$ cat src/design/wdd_pkg.sv
// shared types, constants and controller state for the word dictionary decompressor
package wdd_pkg;

  // default sizes
  localparam int WORD_SLOTS_DEF   = 10;
  localparam int MAX_WORD_LEN_DEF = 16;

  // byte codes
  localparam logic [7:0] CODE_FIRST = 8'd20;
  localparam logic [7:0] CODE_LAST  = 8'd29;
  localparam logic [7:0] LINE_END   = 8'h0A;

  // input item
  typedef struct packed {
    logic [7:0] in_byte;
    logic       file_start;
  } in_item_t;

  // result item
  typedef struct packed {
    logic [7:0] out_byte;
    logic       run_last;
  } out_item_t;

  // controller to datapath
  typedef struct packed {
    logic accept;
    logic issue;
  } cmd_t;

  // datapath to controller
  typedef struct packed {
    logic rd_valid;
    logic out_free;
    logic expand_hit;
    logic last_char;
  } status_t;

  // controller states
  typedef enum logic {
    ST_IDLE,
    ST_EXPAND
  } state_t;

endpackage

$ cat src/design/word_dictionary_decompressor.sv
// top level of the word dictionary decompressor
//
//   channel   direction  payload                  handshake
//   in        input      in_item  (in_byte, file_start)   in_valid / in_stall
//   out       output     out_item (out_byte, run_last)    out_valid / out_stall
//
// header and pass-through bytes are accepted directly; a code byte for a word of
// len characters is read out through the single read port of the dictionary
// store, which yields one character a cycle while the output is not stalled.
// rst is synchronous: header parsing restarts and all word slots are unloaded.
// in_stall is high while a word is being read out or the output register is
// full and stalled; out_stall holds the output register and pauses the reader.
module word_dictionary_decompressor #(
  parameter int WORD_SLOTS   = wdd_pkg::WORD_SLOTS_DEF,
  parameter int MAX_WORD_LEN = wdd_pkg::MAX_WORD_LEN_DEF
) (
  input  logic               clk,
  input  logic               rst,
  input  wdd_pkg::in_item_t  in_item,
  input  logic               in_valid,
  output logic               in_stall,
  output wdd_pkg::out_item_t out_item,
  output logic               out_valid,
  input  logic               out_stall
);
  import wdd_pkg::*;

  cmd_t    cmd;
  status_t status;

  // controller
  wdd_ctrl u_ctrl (
    .clk      (clk),
    .rst      (rst),
    .in_valid (in_valid),
    .in_stall (in_stall),
    .status   (status),
    .cmd      (cmd)
  );

  // datapath
  wdd_datapath #(
    .WORD_SLOTS   (WORD_SLOTS),
    .MAX_WORD_LEN (MAX_WORD_LEN)
  ) u_datapath (
    .clk       (clk),
    .rst       (rst),
    .in_item   (in_item),
    .out_item  (out_item),
    .out_valid (out_valid),
    .out_stall (out_stall),
    .cmd       (cmd),
    .status    (status)
  );

endmodule

$ cat src/design/wdd_ctrl.sv
// controller state machine: input acceptance and word read sequencing
module wdd_ctrl (
  input  logic             clk,
  input  logic             rst,
  input  logic             in_valid,
  output logic             in_stall,
  input  wdd_pkg::status_t status,
  output wdd_pkg::cmd_t    cmd
);
  import wdd_pkg::*;

  state_t state;
  state_t state_next;

  // state register
  always_ff @(posedge clk) begin
    if (rst) begin
      state <= ST_IDLE;
    end else begin
      state <= state_next;
    end
  end

  // next state
  always_comb begin
    state_next = state;
    unique case (state)
      ST_IDLE: begin
        if (in_valid && !in_stall && status.expand_hit) begin
          state_next = ST_EXPAND;
        end
      end
      ST_EXPAND: begin
        if (cmd.issue && status.last_char) begin
          state_next = ST_IDLE;
        end
      end
      default: state_next = ST_IDLE;
    endcase
  end

  // outputs
  always_comb begin
    in_stall   = 1'b1;
    cmd.accept = 1'b0;
    cmd.issue  = 1'b0;
    unique case (state)
      ST_IDLE: begin
        in_stall   = status.rd_valid || !status.out_free;
        cmd.accept = in_valid && !in_stall;
      end
      ST_EXPAND: begin
        cmd.issue = !status.rd_valid || status.out_free;
      end
      default: begin
        in_stall = 1'b1;
      end
    endcase
  end

endmodule

$ cat src/design/wdd_datapath.sv
// datapath: header parser, dictionary store, word reader and output register
module wdd_datapath #(
  parameter int WORD_SLOTS   = wdd_pkg::WORD_SLOTS_DEF,
  parameter int MAX_WORD_LEN = wdd_pkg::MAX_WORD_LEN_DEF
) (
  input  logic               clk,
  input  logic               rst,
  input  wdd_pkg::in_item_t  in_item,
  output wdd_pkg::out_item_t out_item,
  output logic               out_valid,
  input  logic               out_stall,
  input  wdd_pkg::cmd_t      cmd,
  output wdd_pkg::status_t   status
);
  import wdd_pkg::*;

  localparam int DEPTH  = WORD_SLOTS * MAX_WORD_LEN;
  localparam int ADDR_W = $clog2(DEPTH);
  localparam int LEN_W  = $clog2(MAX_WORD_LEN + 1);
  localparam int SLOT_W = $clog2(WORD_SLOTS + 1);
  localparam int IDX_W  = (WORD_SLOTS > 1) ? $clog2(WORD_SLOTS) : 1;

  // dictionary store
  logic [7:0] dict_mem [DEPTH];
  logic [LEN_W-1:0] dict_len [WORD_SLOTS];

  // header parser state
  logic              header_phase;
  logic [SLOT_W-1:0] slot_pointer;
  logic [LEN_W-1:0]  char_pointer;

  // word reader state
  logic [ADDR_W-1:0] exp_base;
  logic [LEN_W-1:0]  exp_k;
  logic [LEN_W-1:0]  exp_len;
  logic [7:0]        rd_byte;
  logic              rd_last;
  logic              rd_valid;

  // output register
  out_item_t out_q;
  logic      out_q_valid;

  // effective header state, with a stream start applied first
  logic              hp_eff;
  logic [SLOT_W-1:0] sp_eff;
  logic [LEN_W-1:0]  cp_eff;
  logic [IDX_W-1:0]  sp_idx;
  logic [ADDR_W-1:0] wr_addr;
  logic              hdr_write;

  // code decode
  logic [7:0]        code_off;
  logic              is_code;
  logic              slot_ok;
  logic [IDX_W-1:0]  code_idx;
  logic [LEN_W-1:0]  code_len;
  logic              hit;
  logic              pass;

  logic              out_free;
  logic              rd_take;
  logic [ADDR_W-1:0] rd_addr;
  logic [LEN_W:0]    k_plus;

  assign hp_eff  = in_item.file_start || header_phase;
  assign sp_eff  = in_item.file_start ? '0 : slot_pointer;
  assign cp_eff  = in_item.file_start ? '0 : char_pointer;
  assign sp_idx  = sp_eff[IDX_W-1:0];
  assign wr_addr = ADDR_W'(ADDR_W'(sp_idx) * ADDR_W'(MAX_WORD_LEN) + ADDR_W'(cp_eff));

  assign hdr_write = cmd.accept && hp_eff && (32'(sp_eff) < WORD_SLOTS)
                     && (in_item.in_byte != LINE_END) && (32'(cp_eff) < MAX_WORD_LEN);

  assign code_off = in_item.in_byte - CODE_FIRST;
  assign is_code  = (in_item.in_byte >= CODE_FIRST) && (in_item.in_byte <= CODE_LAST);
  assign slot_ok  = 32'(code_off) < WORD_SLOTS;
  assign code_idx = code_off[IDX_W-1:0];
  assign code_len = slot_ok ? dict_len[code_idx] : '0;
  assign hit      = !hp_eff && is_code && slot_ok && (code_len != '0);
  assign pass     = !hp_eff && !is_code;

  assign out_free = !out_q_valid || !out_stall;
  assign rd_take  = rd_valid && out_free;
  assign rd_addr  = ADDR_W'(exp_base + ADDR_W'(exp_k));
  assign k_plus   = {1'b0, exp_k} + (LEN_W+1)'(1);

  assign status.rd_valid   = rd_valid;
  assign status.out_free   = out_free;
  assign status.expand_hit = hit;
  assign status.last_char  = (k_plus == {1'b0, exp_len});

  assign out_item  = out_q;
  assign out_valid = out_q_valid;

  // dictionary character store, write in header, registered read in expansion
  always_ff @(posedge clk) begin
    if (hdr_write) begin
      dict_mem[wr_addr] <= in_item.in_byte;
    end
    if (cmd.issue) begin
      rd_byte <= dict_mem[rd_addr];
      rd_last <= status.last_char;
    end
  end

  // header parser and word lengths
  always_ff @(posedge clk) begin
    if (rst) begin
      header_phase <= 1'b1;
      slot_pointer <= '0;
      char_pointer <= '0;
      for (int i = 0; i < WORD_SLOTS; i++) begin
        dict_len[i] <= '0;
      end
    end else if (cmd.accept) begin
      if (in_item.file_start) begin
        for (int i = 0; i < WORD_SLOTS; i++) begin
          dict_len[i] <= '0;
        end
      end
      header_phase <= hp_eff;
      slot_pointer <= sp_eff;
      char_pointer <= cp_eff;
      if (hp_eff) begin
        priority if (32'(sp_eff) >= WORD_SLOTS) begin
          header_phase <= 1'b0;
        end else if (in_item.in_byte == LINE_END) begin
          if (cp_eff == '0) begin
            header_phase <= 1'b0;
          end else begin
            slot_pointer <= SLOT_W'(sp_eff + SLOT_W'(1));
            char_pointer <= '0;
            if (32'(sp_eff) + 1 >= WORD_SLOTS) begin
              header_phase <= 1'b0;
            end
          end
        end else if (32'(cp_eff) < MAX_WORD_LEN) begin
          char_pointer     <= LEN_W'(cp_eff + LEN_W'(1));
          dict_len[sp_idx] <= LEN_W'(cp_eff + LEN_W'(1));
        end else begin
          char_pointer <= cp_eff;
        end
      end
    end
  end

  // word reader pointers
  always_ff @(posedge clk) begin
    if (cmd.accept && hit) begin
      exp_base <= ADDR_W'(ADDR_W'(code_idx) * ADDR_W'(MAX_WORD_LEN));
      exp_k    <= '0;
      exp_len  <= code_len;
    end else if (cmd.issue) begin
      exp_k <= k_plus[LEN_W-1:0];
    end
  end

  // read data valid flag
  always_ff @(posedge clk) begin
    if (rst) begin
      rd_valid <= 1'b0;
    end else if (cmd.issue) begin
      rd_valid <= 1'b1;
    end else if (rd_take) begin
      rd_valid <= 1'b0;
    end
  end

  // output register
  always_ff @(posedge clk) begin
    if (rst) begin
      out_q_valid <= 1'b0;
    end else if (cmd.accept && pass) begin
      out_q_valid <= 1'b1;
    end else if (rd_take) begin
      out_q_valid <= 1'b1;
    end else if (!out_stall) begin
      out_q_valid <= 1'b0;
    end
  end

  always_ff @(posedge clk) begin
    if (cmd.accept && pass) begin
      out_q.out_byte <= in_item.in_byte;
      out_q.run_last <= 1'b1;
    end else if (rd_take) begin
      out_q.out_byte <= rd_byte;
      out_q.run_last <= rd_last;
    end
  end

endmodule

$ cat config.mk
export PLATFORM = sky130hd
export DESIGN_NAME = word_dictionary_decompressor
export DESIGN_NICKNAME = d
export VERILOG_FILES = /design/src/design/wdd_pkg.sv /design/src/design/word_dictionary_decompressor.sv /design/src/design/wdd_ctrl.sv /design/src/design/wdd_datapath.sv
export SDC_FILE = /design/constraint.sdc
export NUM_CORES = 1
export LEC_CHECK = 0
export BUFFER_PORTS_ARGS = -buffer_cell sky130_fd_sc_hd__buf_2
export CAP_MARGIN = 15
export CORE_MARGIN = 8
export CORE_UTILIZATION = 63
export CTS_CLUSTER_SIZE = 28
export DETAILED_ROUTE_END_ITERATION = 10
export HOLD_SLACK_MARGIN = 0.1
export PLACE_DENSITY = 0.83
export REMOVE_ABC_BUFFERS = 1
export SETUP_SLACK_MARGIN = 0.15
export SLEW_MARGIN = 15
export SYNTH_ARGS = -nofsm -noshare
export SYNTH_HDL_FRONTEND = slang
export SYNTH_HIERARCHICAL = 1
export SYNTH_SLANG_ARGS = --single-unit
$ cat constraint.sdc
create_clock -name clk -period 4.2 [get_ports clk]
set_input_delay 0.42 -clock clk [delete_from_list [all_inputs] [get_ports clk]]
set_output_delay 0.42 -clock clk [all_outputs]
set_load 0.05 [all_outputs]
Yosys cells after proc, flatten, opt, wreduce, memory -nomap -nowiden
Memory sizes are Yosys's and may differ from the RTL's. A register that Yosys moved wholly into a read port is not among the register bits. Index checks and enable logic that the tools add are counted.

Add/subtract/negate cells: 7. Order comparisons: 7. Eq/ne operators: 4. Muxes and demuxes: 55. Bitwise operators: 11. Reduce and logical (&&, ||, !) cells: 32.

Operator list (count): $mux 5 (17); $ge 32x4->1 const B (1); $mux 1 (30); $mux 4 (5); $mux 9 (2); $add 8x5->8 (2); $logic_and 1x1->1 (16); $or 1x1->1 (10); $eq 8x4->1 const B (1); $ge 8x5->1 const B (1); $le 8x5->1 const B (1); $logic_not 1->1 (8); $lt 8x4->1 const B (1); $ne 8x4->1 const B (1); $sub 8x5->8 const B (1); $add 5x1->6 const B (1); $eq 6x5->1 (1); $add 4x1->5 const B (1); $add 5x1->5 const B (1); $logic_not 5->1 (1); $lt 5x5->1 const B (1); $reduce_bool 5->1 (1); $add 4x1->4 const B (1); $ge 4x4->1 const B (1); 6 further kinds (10).

Bits in registers: 37. RAM bits: 1330. Input bits: 13. Output and inout port bits: 11. Logic and storage cells: 130. Memories: 2.

Memories: u_datapath.dict_mem (depth 160, bits a word 8, rd ports 1, clocked after memory_dff 1, write ports 1, line wdd_datapath.sv:24) `logic [7:0] dict_mem [DEPTH];`; u_datapath.dict_len (depth 10, bits a word 5, rd ports 1, clocked after memory_dff 0, write ports 11, line wdd_datapath.sv:25) `logic [LEN_W-1:0] dict_len [WORD_SLOTS];`.

Depth between registers and ports, before layout
Word-level depth: 13. Gate-level depth with buffers: 15. Gate-level depth less buffers: 10.

Modules after synthesis
Netlist, hierarchy kept.

By module, submodules not included: wdd_datapath (times used 1, cells an instance 2845, area an instance 56147.6 µm²); wdd_ctrl (times used 1, cells an instance 9, area an instance 71.3 µm²).

Worst setup path before layout
Ideal clock, no wire load.

Path type: input port to flip-flop. Start point: input in_item[0] in the netlist's numbering. End point: memory u_datapath.dict_mem[115][0] (enable). Arrival time: 3.515 ns. Slack: 0.315 ns. Cell stages on the path: 13. Path buffers: 5. Cell sequence: clkbuf_1 > clkbuf_1 > clkbuf_1 > nand2b_1 > inv_1 > ha_1 > ha_1 > clkbuf_1 > mux2_2 > o21ai_0 > nand3_1 > clkbuf_1 > nor2_1.

Longest elaborated chain between the ends: 7.

Ends and longest elaborated chain: start: declaration (line word_dictionary_decompressor.sv:19) `input wdd_pkg::in_item_t in_item,`; $mux 4 / $logic_or 1x1->1 (equally long branches) (line wdd_datapath.sv:67, wdd_datapath.sv:66); $lt 4x4->1 / $logic_and 1x1->1 (equally long branches) (line wdd_datapath.sv:72) `assign hdr_write = cmd.accept && hp_eff && (32'(sp_eff) < WORD_SLOTS)`; $logic_and 1x1->1 (line wdd_datapath.sv:72); $logic_and 1x1->1 (2 in series) (line wdd_datapath.sv:73) `&& (in_item.in_byte != LINE_END) && (32'(cp_eff) < MAX_WORD_LEN);`; $mux 1 (line wdd_datapath.sv:98) `if (hdr_write) begin`; $mux 1 (implied by the code) (line wdd_datapath.sv:99) `dict_mem[wr_addr] <= in_item.in_byte;`; end: declaration (line wdd_datapath.sv:24).

Parallel ways exist; a longest one is shown, timed or not.

Worst setup path in the final report
Start point: register u_datapath.exp_k[1]. End point: register u_datapath.rd_byte[4] (read register of u_datapath.dict_mem) (data pin).

Longest elaborated chain between the ends: 1.

Ends and longest elaborated chain: start: declaration (line wdd_datapath.sv:34) `logic [LEN_W-1:0] exp_k;`; start signal: assignment (line wdd_datapath.sv:155) `exp_k <= k_plus[LEN_W-1:0];`; $add 8x5->8 (line wdd_datapath.sv:85) `assign rd_addr = ADDR_W'(exp_base + ADDR_W'(exp_k));`; end: declaration (line wdd_datapath.sv:36) `logic [7:0] rd_byte;`.

Every way passes these cells. A chain may end at the register's enable or synchronous reset.

==> results.py <==
metrics = {
    "detailed_routing": {
        "drt-met1-wl_microns": 49960,
        "routedWlPerCell_microns": 32.94,
        "drc": 0,
        "detailroute.wirelength.met3_microns": 18700,
        "first_pass_iters": 9,
        "route.antenna.remaining_nets": 0,
        "drt_iter0_drc": 5543,
        "avgViaCountPerCell": 6.986,
        "routed-wl-met2_microns": 69240,
        "vias": 30970,
        "totalWireLength_microns": 146000,
        "uppermost_layer_routed": "met5",
    },
    "logic_synthesis": {
        "seq_area_frac_synth_pct": 74.71,
        "yosysUniqueCellTypes": 75,
        "post-synth-top-count-cell": "sky130_fd_sc_hd__edfxtp_1",
        "ys_async_sr_fraction_pct": 0,
        "synth_top_family_by_area": "multiplexers",
        "fraction_of_synthesized_cell_area_taken_by_the_top_area_cell_type_pct": 74.03,
        "ys_ff_latch": 1405,
        "synth_simple_gate_area_share_pct": 4.204,
        "synth-compound-area-share_pct": 3.559,
        "synth_xor_area_share_pct": 0.1869,
        "synth.top_cells.by_count": "sky130_fd_sc_hd__edfxtp_1 (1386), sky130_fd_sc_hd__mux4_2 (256), sky130_fd_sc_hd__nor2_1 (254)",
        "synthDominantAreaCellType": "sky130_fd_sc_hd__edfxtp_1",
        "synthesis.area_per_instance_sq_um": 19.70,
        "yosys_most_used_dff": "sky130_fd_sc_hd__edfxtp_1",
        "synth_edf_count": 1386,
        "synthesis.area_sq_mm": 0.05622,
        "synth-warning-count": 6,
        "synthCells": 2854,
        "yosys-mux-area-fraction_pct": 14.86,
        "post_synth_fa_ha_maj_area_fraction_pct": 0.4006,
        "synthTopCellsByArea": "sky130_fd_sc_hd__edfxtp_1 (74%), sky130_fd_sc_hd__mux4_2 (10%), sky130_fd_sc_hd__mux2i_1 (2.4%), sky130_fd_sc_hd__mux4_1 (2.1%), sky130_fd_sc_hd__nor2_1 (1.7%)",
    },
    "sta": {
        "grt_setup_unrepaired": "false",
        "final_min_period_over_clock_period_pct": 90.23,
        "maximum_operating_frequency_mhz": 263.9,
        "worst_relative_slew_slack_pct": 21.14,
        "maxSlewViolCount": 0,
        "tightest_slew_ns": 1.183,
        "setup_viol": 0,
        "clock-skew-final_ns": 0.02786,
        "layout_setup_ws_ns": 0.4101,
        "report.final.hold_viol_count": 0,
        "final_period_minus_worst_setup_slack_ns": 3.790,
    },
    "placement": {
        "placed_cell_area_sq_mm": 0.05914,
        "pre_cts_slack_ns": 0.3510,
        "placement.io_buffers": 23,
        "dpl.cell_count": 4184,
        "gp_congestion": 0.9134,
        "dp_hpwl_microns": 83650,
    },
    "clock_network": {
        "clkTransAtPathRegs_ns": 0.06,
        "tritoncts_clock_tree": "built",
        "cts-hold-fix-buffers": 5,
        "cts-resized-gates": 0,
        "clk-insertion-delay-late_ns": 0.73,
        "cts.sinks": 1405,
        "inserted_clock_buffers": 135,
        "clock_tree.root_cell": "sky130_fd_sc_hd__clkbuf_16",
        "number_of_setup_buffers_added_after_cts": 0,
        "max-clock-path-buffers": 3,
        "ctsHtreeMaxLevel": 4,
    },
    "run_status": {
        "run_status": "completed",
    },
    "power_and_ir_drop": {
        "power_per_cell_area_mw_per_mm2": 442.3,
        "totalPowerFinal_w": 0.02810,
        "p_leak_nw": 20.17,
        "peakVddDrop_mv": 0.4209,
    },
    "die": {
        "effective_utilization_at_floorplan_pct": 63.61,
        "design.die.area_sq_mm": 0.09905,
        "die_h_microns": 314.7,
        "fp.dieW_microns": 314.7,
        "num_io_pins": 24,
        "rows": 109,
        "core_footprint_sq_mm": 0.08837,
    },
    "min_path": {
        "min_path_type": "in2reg",
        "min-delay-start": "in_item[2]",
    },
    "layout": {
        "drive_gt1_share_pct": 24.43,
        "final_nets": 3192,
        "syn_to_layout_area_delta_pct": 13.00,
        "post_layout_nonfiller_instances": 4433,
        "final_instance_area_sq_mm": 0.06353,
    },
    "global_route": {
        "first_global_vias": 30880,
        "grt.overflow.total": 0,
        "grt_pass1_wl_microns": 211500,
        "grt_start_max_net_pins": 169,
        "groute.usage.overall_pct": 29.36,
        "grt_antenna_before_repair": 2,
    },
    "critical_path": {
        "setup.worst_path.class": "reg2reg",
        "crit-reg2reg-launch": "u_datapath/exp_k[1]",
        "worst_ep_arrival_time_ns": 4.27,
        "cp-start-kind": "register",
        "setup.worst_path.end_class": "register",
        "worstPathRequired_ns": 4.68,
        "critical_path_peak_fanout": 86,
        "worst_setup_path_startpoint": "u_datapath/exp_k[1]",
    },
    "run": {
        "drv.max_cap_violation_count": 0,
    },
}
## path summary, 6_finish.rpt
kind / end / slack [ns] / cells past startpoint
hold / removal: u_datapath/dict_mem[116][1] / 0.15 / 1
setup / recovery: u_datapath/rd_byte[4] / 0.41 / 9
setup reg to reg: u_datapath/rd_byte[4] / 0.41 / 9
hold reg to reg: u_datapath/out_item[0] / 0.47 / 1
## placed cells by master, fill, tap and decap left out, types with 26 or more instances in the layout
| cell | synthesis | final |
|---|---|---|
| sky130_fd_sc_hd__o21ai_0 | 39 | 39 |
| sky130_fd_sc_hd__clkbuf_16 | 0 | 140 |
| sky130_fd_sc_hd__mux4_1 | 45 | 45 |
| sky130_fd_sc_hd__mux4_2 | 256 | 256 |
| sky130_fd_sc_hd__clkinv_2 | 0 | 26 |
| sky130_fd_sc_hd__mux2i_1 | 137 | 137 |
| sky130_fd_sc_hd__nor2_1 | 254 | 254 |
| sky130_fd_sc_hd__a22oi_1 | 62 | 62 |
| sky130_fd_sc_hd__buf_4 | 26 | 268 |
| sky130_fd_sc_hd__nand2_1 | 119 | 119 |
| sky130_fd_sc_hd__nand3_1 | 35 | 35 |
| sky130_fd_sc_hd__nor2b_1 | 31 | 30 |
| sky130_fd_sc_hd__o22ai_1 | 34 | 34 |
| sky130_fd_sc_hd__edfxtp_1 | 1386 | 1386 |
| sky130_fd_sc_hd__clkinv_1 | 1 | 26 |
## stage by stage
stage                     setup TNS (ns)  utilization, %  hold slack [ns]
after floorplan                  -145.34               -           0.4284
after global placement                 0           66.92           0.4559
after detailed placement               0           66.92           0.4592
after CTS                              0           71.88           0.1315
after global routing                   0           71.88           0.1395
final                                  0           71.88           0.1488
## cell families (layout without fill, tap and decap cells)
logic type / Yosys count / in the layout
adders and majority gates: 18 / 18
xor gates and xnor gates: 12 / 12
DFF: 1405 / 1405
and+or+nand+nor: 528 / 528
other: 1 / 27
muxes: 441 / 441
AOI/OAI and AO/OA: 269 / 269
buffers and inverters: 180 / 568
## routing by layer
layer / vias up / GRT usage [%]
met1: 15550 / 38.41
met2: 2654 / 45.94
met5: - / 0
met4: 2 / 14.44
met3: 466 / 8.047
li1: 12290 / -
## where the power goes
group | internal [W] | switching, W | leakage [nW]
Clock | 0.00680 | 0.00515 | 2.12
Sequential | 0.0154 | 0.0000257 | 12.7
Combinational | 0.000190 | 0.000490 | 5.32
## critical path, cell delays in order, from the launching register on
cell and delay (ns):
sky130_fd_sc_hd__dfxtp_4 0.64, sky130_fd_sc_hd__buf_12 0.39, sky130_fd_sc_hd__buf_12 0.49, sky130_fd_sc_hd__mux4_2 0.41, sky130_fd_sc_hd__a221oi_1 0.53, sky130_fd_sc_hd__o21ai_0 0.24
sky130_fd_sc_hd__o21ai_0 0.25, sky130_fd_sc_hd__buf_4 0.23, sky130_fd_sc_hd__nor4_1 0.06, sky130_fd_sc_hd__buf_4 0.17
## final cells by class
type	instances	area (sq um)
diodes	2	5.005
clock buffers	161	3582
clock inverters	81	752.0
fillers	4813	24850
inverters	19	71.32
multi-input cells	1293	13140
flip-flops and latches	1405	42020
well taps	1165	1458
repair buffers	307	2500
## sequential cells by signal, summed over array words and instances, names as in the netlist
name / flops
u_datapath/exp_base: 4
u_datapath/out_item: 9
u_datapath/exp_k: 5
u_datapath/char_pointer: 5
u_datapath/rd_last: 1
u_datapath/dict_mem: 1280
u_datapath/rd_byte: 8
u_datapath/out_valid: 1
u_datapath/rd_valid: 1
u_datapath/slot_pointer: 4
u_datapath/exp_len: 5
u_ctrl/state: 1
u_datapath/header_phase: 1
u_datapath/dict_len: 80
Note: power is estimated with default switching activity, not from simulation.
